**config.mk**
```make
export PLATFORM = sky130hd
export DESIGN_NAME = tube_carriage_limit_clamp
export DESIGN_NICKNAME = d
export VERILOG_FILES = /design/src/design/tcl_pkg.sv /design/src/design/tcl_clamp.sv /design/src/design/tube_carriage_limit_clamp.sv
export SDC_FILE = /design/constraint.sdc
export NUM_CORES = 2
export LEC_CHECK = 0
export BUFFER_PORTS_ARGS = -buffer_cell sky130_fd_sc_hd__clkbuf_2
export CORE_ASPECT_RATIO = 1.1
export CORE_MARGIN = 5
export CORE_UTILIZATION = 41
export DETAILED_ROUTE_END_ITERATION = 10
export GPL_TIMING_DRIVEN = 0
export MAX_ROUTING_LAYER = met4
export PLACE_DENSITY = 0.66
export SLEW_MARGIN = 15
export SYNTH_ARGS = -nofsm -noshare
export SYNTH_HDL_FRONTEND = slang
export SYNTH_SLANG_ARGS = --single-unit
```
**constraint.sdc**
```tcl
create_clock -name i_clk -period 13.2 [get_ports i_clk]
set_input_delay 2.64 -clock i_clk [delete_from_list [all_inputs] [get_ports i_clk]]
set_output_delay 2.64 -clock i_clk [all_outputs]
set_load 0.005 [all_outputs]
```
**src/design/tcl_pkg.sv**
```systemverilog
// shared types, widths and constants for the tube carriage limit clamp
// no dependencies; imported by every module of the block
package tcl_pkg;

    // field widths
    localparam int POS_W      = 22;
    localparam int WIDE_W     = 26;
    localparam int LEN_W      = 20;
    localparam int THK_W      = 16;
    localparam int TUBE_COUNT = 3;
    localparam int CFG_IDX_W  = 3;
    localparam int CFG_DATA_W = 20;
    localparam int TDATA_W    = 72;
    localparam int PAD_W      = TDATA_W - TUBE_COUNT * POS_W;

    typedef logic signed [POS_W-1:0]  t_pos;
    typedef logic signed [WIDE_W-1:0] t_wide;

    // positions of the three tubes, tube 1 in the low bits
    typedef struct packed {
        t_pos three;
        t_pos two;
        t_pos one;
    } t_pos_set;

    // carriage plate geometry shared by all tubes
    typedef struct packed {
        logic [THK_W-1:0] front;
        logic [THK_W-1:0] back;
        logic [THK_W-1:0] offset;
    } t_plate;

    // configuration register indexes
    localparam logic [CFG_IDX_W-1:0] CFG_TUBE_ONE_LEN   = 3'd0;
    localparam logic [CFG_IDX_W-1:0] CFG_TUBE_TWO_LEN   = 3'd1;
    localparam logic [CFG_IDX_W-1:0] CFG_TUBE_THREE_LEN = 3'd2;
    localparam logic [CFG_IDX_W-1:0] CFG_PLATE_FRONT    = 3'd3;
    localparam logic [CFG_IDX_W-1:0] CFG_PLATE_BACK     = 3'd4;
    localparam logic [CFG_IDX_W-1:0] CFG_FRONT_OFFSET   = 3'd5;

    // register reset values
    localparam logic [LEN_W-1:0] LEN_RESET    = '0;
    localparam logic [THK_W-1:0] FRONT_RESET  = 16'd10000;
    localparam logic [THK_W-1:0] BACK_RESET   = 16'd10000;
    localparam logic [THK_W-1:0] OFFSET_RESET = 16'd25000;

    // tip margin behind the next outer tip, per tube
    localparam t_wide MARGIN_ONE   = 26'sd1000;
    localparam t_wide MARGIN_TWO   = 26'sd10000;
    localparam t_wide MARGIN_THREE = 26'sd1000;

    // tip reach ahead of the front plate: 1000 per tube still to come, self included
    localparam t_wide REACH_ONE   = 26'sd3000;
    localparam t_wide REACH_TWO   = 26'sd2000;
    localparam t_wide REACH_THREE = 26'sd1000;

    // upper bound of any corrected position
    localparam t_pos SAFE_MAX = 22'sd3000;

endpackage

```
**src/design/tcl_clamp.sv**
```systemverilog
// four-clamp correction of one tube position against the tube before it
// depends on tcl_pkg
module tcl_clamp
    import tcl_pkg::*;
(
    input  t_pos             i_want,
    input  t_wide            i_prev,
    input  t_wide            i_prev_len,
    input  t_wide            i_prev_front,
    input  logic [LEN_W-1:0] i_len,
    input  t_plate           i_plate,
    input  t_wide            i_ahead,
    input  t_wide            i_margin,
    input  t_wide            i_reach,
    output t_pos             o_safe
);

    t_wide len_w;
    t_wide front_w;
    t_wide back_w;
    t_wide offset_w;
    t_wide rear;
    t_wide lim;
    t_wide tip;
    t_wide flr;
    t_wide b0;
    t_wide b1;
    t_wide b2;
    t_wide b3;
    t_wide b4;

    always_comb begin
        len_w    = t_wide'(i_len);
        front_w  = t_wide'(i_plate.front);
        back_w   = t_wide'(i_plate.back);
        offset_w = t_wide'(i_plate.offset);

        b0 = t_wide'(i_want);

        // clear of the carriage behind
        rear = i_prev + i_prev_front + back_w;
        b1   = (b0 < rear) ? rear : b0;

        // room for the carriages ahead and the front plate offset
        lim = -offset_w - i_ahead - front_w;
        b2  = (b1 > lim) ? lim : b1;

        // tip stays behind the next outer tip
        tip = i_prev + i_prev_len - len_w - i_margin;
        b3  = (b2 > tip) ? tip : b2;

        // tip stays ahead of the front plate
        flr = i_reach - len_w;
        b4  = (b3 < flr) ? flr : b3;
    end

    assign o_safe = b4[POS_W-1:0];

endmodule

```
**src/design/tube_carriage_limit_clamp.sv**
```systemverilog
// top level of the tube carriage limit clamp: config registers and pipeline
// depends on tcl_pkg and tcl_clamp
//
// Corrects three requested tube carriage positions (signed micrometres) against
// the translation limits of a three-tube carriage stack. Tube 1 is checked against
// a virtual tube 0 at -2 * tube_one_length with length 3 * tube_one_length and no
// plate; tube 2 against corrected tube 1, tube 3 against corrected tube 2. Each
// tube passes four clamps in order: clear of the carriage behind, room for the
// carriages ahead plus the front plate offset, tip behind the next outer tip, and
// tip ahead of the front plate. The block takes one item per clock while the output
// is not stalled; each item passes an input register followed by three pipeline
// stages, one per tube, the last being the output register. Stages with no item
// in them fill while the output waits, so up to four items can be held during a
// stall. Configuration is a plain write port (index 0..5 in the order of the
// register list, writes to other indexes are dropped) and must only be written
// while no item is in flight.
module tube_carriage_limit_clamp
    import tcl_pkg::*;
(
    input  logic                  i_clk,
    input  logic                  i_rst_n,
    // configuration write port
    input  logic                  i_cfg_we,
    input  logic [CFG_IDX_W-1:0]  i_cfg_idx,
    input  logic [CFG_DATA_W-1:0] i_cfg_data,
    // input items
    input  logic                  s_axis_tvalid,
    output logic                  s_axis_tready,
    input  logic [TDATA_W-1:0]    s_axis_tdata,   // want_pos_one, want_pos_two, want_pos_three, pad
    // result items
    output logic                  m_axis_tvalid,
    input  logic                  m_axis_tready,
    output logic [TDATA_W-1:0]    m_axis_tdata    // safe_pos_one, safe_pos_two, safe_pos_three, pad
);

    // configuration registers
    logic [LEN_W-1:0] r_len_one;
    logic [LEN_W-1:0] r_len_two;
    logic [LEN_W-1:0] r_len_three;
    t_plate           r_plate;

    // pipeline: stage 0 input register, stage k holds tubes 1..k corrected
    logic [3:0] r_vld;
    t_pos_set   r_set [4];
    t_pos_set   n_set [4];
    logic [3:0] go;

    // derived geometry
    t_wide len_one_w;
    t_wide len_two_w;
    t_wide pair_w;
    t_wide zero_prev_pos;
    t_wide zero_prev_len;
    t_pos  safe_one;
    t_pos  safe_two;
    t_pos  safe_three;

    always_ff @(posedge i_clk) begin
        if (!i_rst_n) begin
            r_len_one   <= LEN_RESET;
            r_len_two   <= LEN_RESET;
            r_len_three <= LEN_RESET;
            r_plate     <= '{front: FRONT_RESET, back: BACK_RESET, offset: OFFSET_RESET};
        end else if (i_cfg_we) begin
            case (i_cfg_idx)
                CFG_TUBE_ONE_LEN:   r_len_one      <= i_cfg_data;
                CFG_TUBE_TWO_LEN:   r_len_two      <= i_cfg_data;
                CFG_TUBE_THREE_LEN: r_len_three    <= i_cfg_data;
                CFG_PLATE_FRONT:    r_plate.front  <= i_cfg_data[THK_W-1:0];
                CFG_PLATE_BACK:     r_plate.back   <= i_cfg_data[THK_W-1:0];
                CFG_FRONT_OFFSET:   r_plate.offset <= i_cfg_data[THK_W-1:0];
                default: ;
            endcase
        end
    end

    always_comb begin
        len_one_w     = t_wide'(r_len_one);
        len_two_w     = t_wide'(r_len_two);
        pair_w        = t_wide'(r_plate.front) + t_wide'(r_plate.back);
        // virtual tube 0
        zero_prev_pos = -(len_one_w <<< 1);
        zero_prev_len = (len_one_w <<< 1) + len_one_w;
    end

    // a stage takes a new item when empty or when its item moves on
    always_comb begin
        go[3] = !r_vld[3] || m_axis_tready;
        go[2] = !r_vld[2] || go[3];
        go[1] = !r_vld[1] || go[2];
        go[0] = !r_vld[0] || go[1];
    end

    assign s_axis_tready = go[0];

    // tube 1 against virtual tube 0
    tcl_clamp u_clamp_one (
        .i_want       (r_set[0].one),
        .i_prev       (zero_prev_pos),
        .i_prev_len   (zero_prev_len),
        .i_prev_front ('0),
        .i_len        (r_len_one),
        .i_plate      (r_plate),
        .i_ahead      (pair_w <<< 1),
        .i_margin     (MARGIN_ONE),
        .i_reach      (REACH_ONE),
        .o_safe       (safe_one)
    );

    // tube 2 against corrected tube 1
    tcl_clamp u_clamp_two (
        .i_want       (r_set[1].two),
        .i_prev       (t_wide'(r_set[1].one)),
        .i_prev_len   (len_one_w),
        .i_prev_front (t_wide'(r_plate.front)),
        .i_len        (r_len_two),
        .i_plate      (r_plate),
        .i_ahead      (pair_w),
        .i_margin     (MARGIN_TWO),
        .i_reach      (REACH_TWO),
        .o_safe       (safe_two)
    );

    // tube 3 against corrected tube 2
    tcl_clamp u_clamp_three (
        .i_want       (r_set[2].three),
        .i_prev       (t_wide'(r_set[2].two)),
        .i_prev_len   (len_two_w),
        .i_prev_front (t_wide'(r_plate.front)),
        .i_len        (r_len_three),
        .i_plate      (r_plate),
        .i_ahead      ('0),
        .i_margin     (MARGIN_THREE),
        .i_reach      (REACH_THREE),
        .o_safe       (safe_three)
    );

    always_comb begin
        n_set[0]       = s_axis_tdata[TUBE_COUNT*POS_W-1:0];
        n_set[1]       = r_set[0];
        n_set[1].one   = safe_one;
        n_set[2]       = r_set[1];
        n_set[2].two   = safe_two;
        n_set[3]       = r_set[2];
        n_set[3].three = safe_three;
    end

    // valid bits
    always_ff @(posedge i_clk) begin
        if (!i_rst_n) begin
            r_vld <= '0;
        end else begin
            if (go[0]) r_vld[0] <= s_axis_tvalid;
            if (go[1]) r_vld[1] <= r_vld[0];
            if (go[2]) r_vld[2] <= r_vld[1];
            if (go[3]) r_vld[3] <= r_vld[2];
        end
    end

    // payload, no reset needed
    always_ff @(posedge i_clk) begin
        if (go[0] && s_axis_tvalid) r_set[0] <= n_set[0];
        if (go[1] && r_vld[0])      r_set[1] <= n_set[1];
        if (go[2] && r_vld[1])      r_set[2] <= n_set[2];
        if (go[3] && r_vld[2])      r_set[3] <= n_set[3];
    end

    assign m_axis_tvalid = r_vld[3];
    assign m_axis_tdata  = {{PAD_W{1'b0}}, r_set[3]};

endmodule

```
==> reports/qor.yml <==
detailed_routing:
  firstDrtPassIters: 5
  vias_per_cell: 5.51
  wirelength_mm: 133
  drtIter0Drc: 2253
  ant_nets: 0
  vias: 34302
  route.detailed.wl_per_inst_um: 21.3
  drc: 0
timing:
  fin_skew_ps: 28.0
  hold_viol: 0
  report.final.slew_viol_count: 0
  slew_headroom_pct: 28.8
  tns_ps: -26730
  fmaxAchievable_ghz: 0.0715
  period_share_pct: 106
  fin_ws_ps: -795
  period_needed_ps: 14000
  max_slew.worst_pin.slew_ps: 1060
  setup_viol: 44
  rsz0062_at_grt: "true"
floorplanning:
  die_w_um: 306
  die_h_um: 336
  start_util_pct: 41.3
  io_pins: 174
  fp-row-count: 119
  fp.dieArea_um2: 103000
  core_area_um2: 95700
yosys:
  synth_flop_cell: "edfxtp_1"
  synth-warning-count: 0
  synth.avg_cell_area_um2: 8.83
  synth_area_um2: 39600
  synth-seq-cells: 376
  synth.top_cell.area_share_pct: 21.2
  synth_cells: 4480
  synth_top_cell_by_area: "ha_1"
  synth_cell_type_count: 99
  synth.area.top_cells: "ha_1 (21%), edfxtp_1 (20%), dfxtp_1 (5.7%)"
  synth-edff-count: 264
  yosysSeqAreaShare_pct: 25.7
  async_reset_ff_share_pct: 0
grt:
  grt.overflow.total: 0
  antenna_found_initial: 5
  grtUsageTotal_pct: 25.4
  grt_pass1_wl_mm: 194
  first_global_vias: 33055
  grt_max_degree: 29
cells_and_area:
  drive_above_1_share_pct: 19.1
  nFillCells: 8880
  area_growth_pct: 21.2
  nets: 5742
  multiInputGateArea_um2: 29100
  ff_latch_area_um2: 10200
  final_cell_mix: "ha_1 (635), inv_1 (543), nand2_1 (393)"
  mostFrequentLayoutCell: "ha_1"
clock_network:
  htreeDepth: 2
  cts_buffer_depth: 3
  cts_buffers: 47
  cts.sinks: 376
  root_buffer: "clkbuf_16"
  clk_latency_ps: 640
  cts_tree: "built"
  clk_pin_slew_ps: 60
  holdBufCountCts: 0
worst_setup_path:
  crit_arrival_ps: 14380
  r2r-start: "r_set[2][22]$_DFFE_PP_"
  crit_path_start: "r_set[2][22]$_DFFE_PP_"
  cp_slowest_cell: "edfxtp_1"
  required_ps: 13580
  worstSetupPathType: "reg2reg"
  critPathLaunchType: "register"
  critPathMaxStageDelay_ps: 490
  worstPathMaxFanout: 10
  cp-end-kind: "register"
  critPathMostFrequentCell: "a21o_1"
status:
  outcome: "complete, but fails checks"
  violations: "setup timing"
worst_hold_path:
  hold_path.class: "reg2reg"
  min_from: "r_set[2][1]$_DFFE_PP_"
place:
  gp_congestion: 1.02
  hpwl_mm: 107
  io_buffers: 160
flow_run:
  drv_cap: 0
cell type report:
| cell class | instances | area share (%) |
|---|---|---|
| clock inverter | 28 | 0.577 |
| tap | 1270 | 3.31 |
| clock buffer | 57 | 2.64 |
| antenna | 4 | 0.0209 |
| sequential | 376 | 21.3 |
| multi-input combinational | 3461 | 60.6 |
| buffer | 85 | 1.42 |
| inverter | 559 | 4.40 |
| timing repair buffer | 381 | 5.77 |
critical path: cells and delay by family (launching register included):
| kind | cells | cell delay, ps |
|---|---|---|
| fa+ha+maj | 7 | 2110 |
| buf+inv | 11 | 1420 |
| compound gates | 36 | 6180 |
| simple gates | 18 | 2400 |
| mux | 3 | 840 |
| xor+xnor | 2 | 300 |
| flops | 1 | 490 |
per-stage QoR:
step	setup slack, ps	hold slack [ps]	area, µm²	instances	utilization [%]
finish	-795	412	48000	6221	50.1
global route	-1300	424	48000	6221	50.1
CTS	-684	416	46600	6149	48.7
detailed placement	-3400	405	42400	5926	44.3
global placement	-3420	403	42100	5915	44.0
floorplan	10.1	400	39700	4485	-
cells by family after synthesis:
kind of cell,count (synthesis),synth area share [%]
flip-flops,376,25.7
multiplexers,200,5.25
AND/OR/NAND/NOR,1144,13.7
adder cells (fa/ha/maj),731,24.3
AO/OA/AOI/OAI,1045,17.3
other,1,0.00948
buffers and inverters,648,6.33
XOR/XNOR,335,7.44
Yosys cell counts (112+ instances only):
| library cell | instances |
|---|---|
| ha_1 | 670 |
| edfxtp_1 | 264 |
| nor2_1 | 250 |
| dfxtp_1 | 112 |
| inv_1 | 559 |
| a21o_1 | 121 |
| a21oi_1 | 316 |
| a21boi_0 | 113 |
| o21ai_0 | 190 |
| mux2i_1 | 147 |
| xnor2_1 | 232 |
| nand2_1 | 400 |
worst paths after layout:
| check | to | slack [ps] | cells after the start |
|---|---|---|---|
| worst max-delay path | r_set[3][51]$_DFFE_PP_ | -800 | 77 |
| worst min-delay path | r_set[3][1]$_DFFE_PP_ | 410 | 0 |
| worst max register to register | r_set[3][51]$_DFFE_PP_ | -800 | 77 |
| worst min register to register | r_set[3][1]$_DFFE_PP_ | 410 | 0 |
sequential cells by signal, summed over array words and instances (netlist names):
name	cells
r_set	264
r_plate	48
r_len_one	20
r_len_three	20
r_len_two	20
r_vld	4
metal layers:
layer	share of wire, %	GRT usage (%)
met4	7.4	14.8
met2	47	41.9
met3	5.1	2.57
met5	0	-
met1	41	30.3
what timing repair did:
action,4_1_cts,5_1_grt
buffers inserted,138,66
cloned,4,2
gates resized for setup,388,197
pin swaps,147,113
setup endpoints to repair,66,66
Power is left out: the tool's default activity adds up to more than one toggle a clock period on the data nets, which glitch-free logic cannot reach.
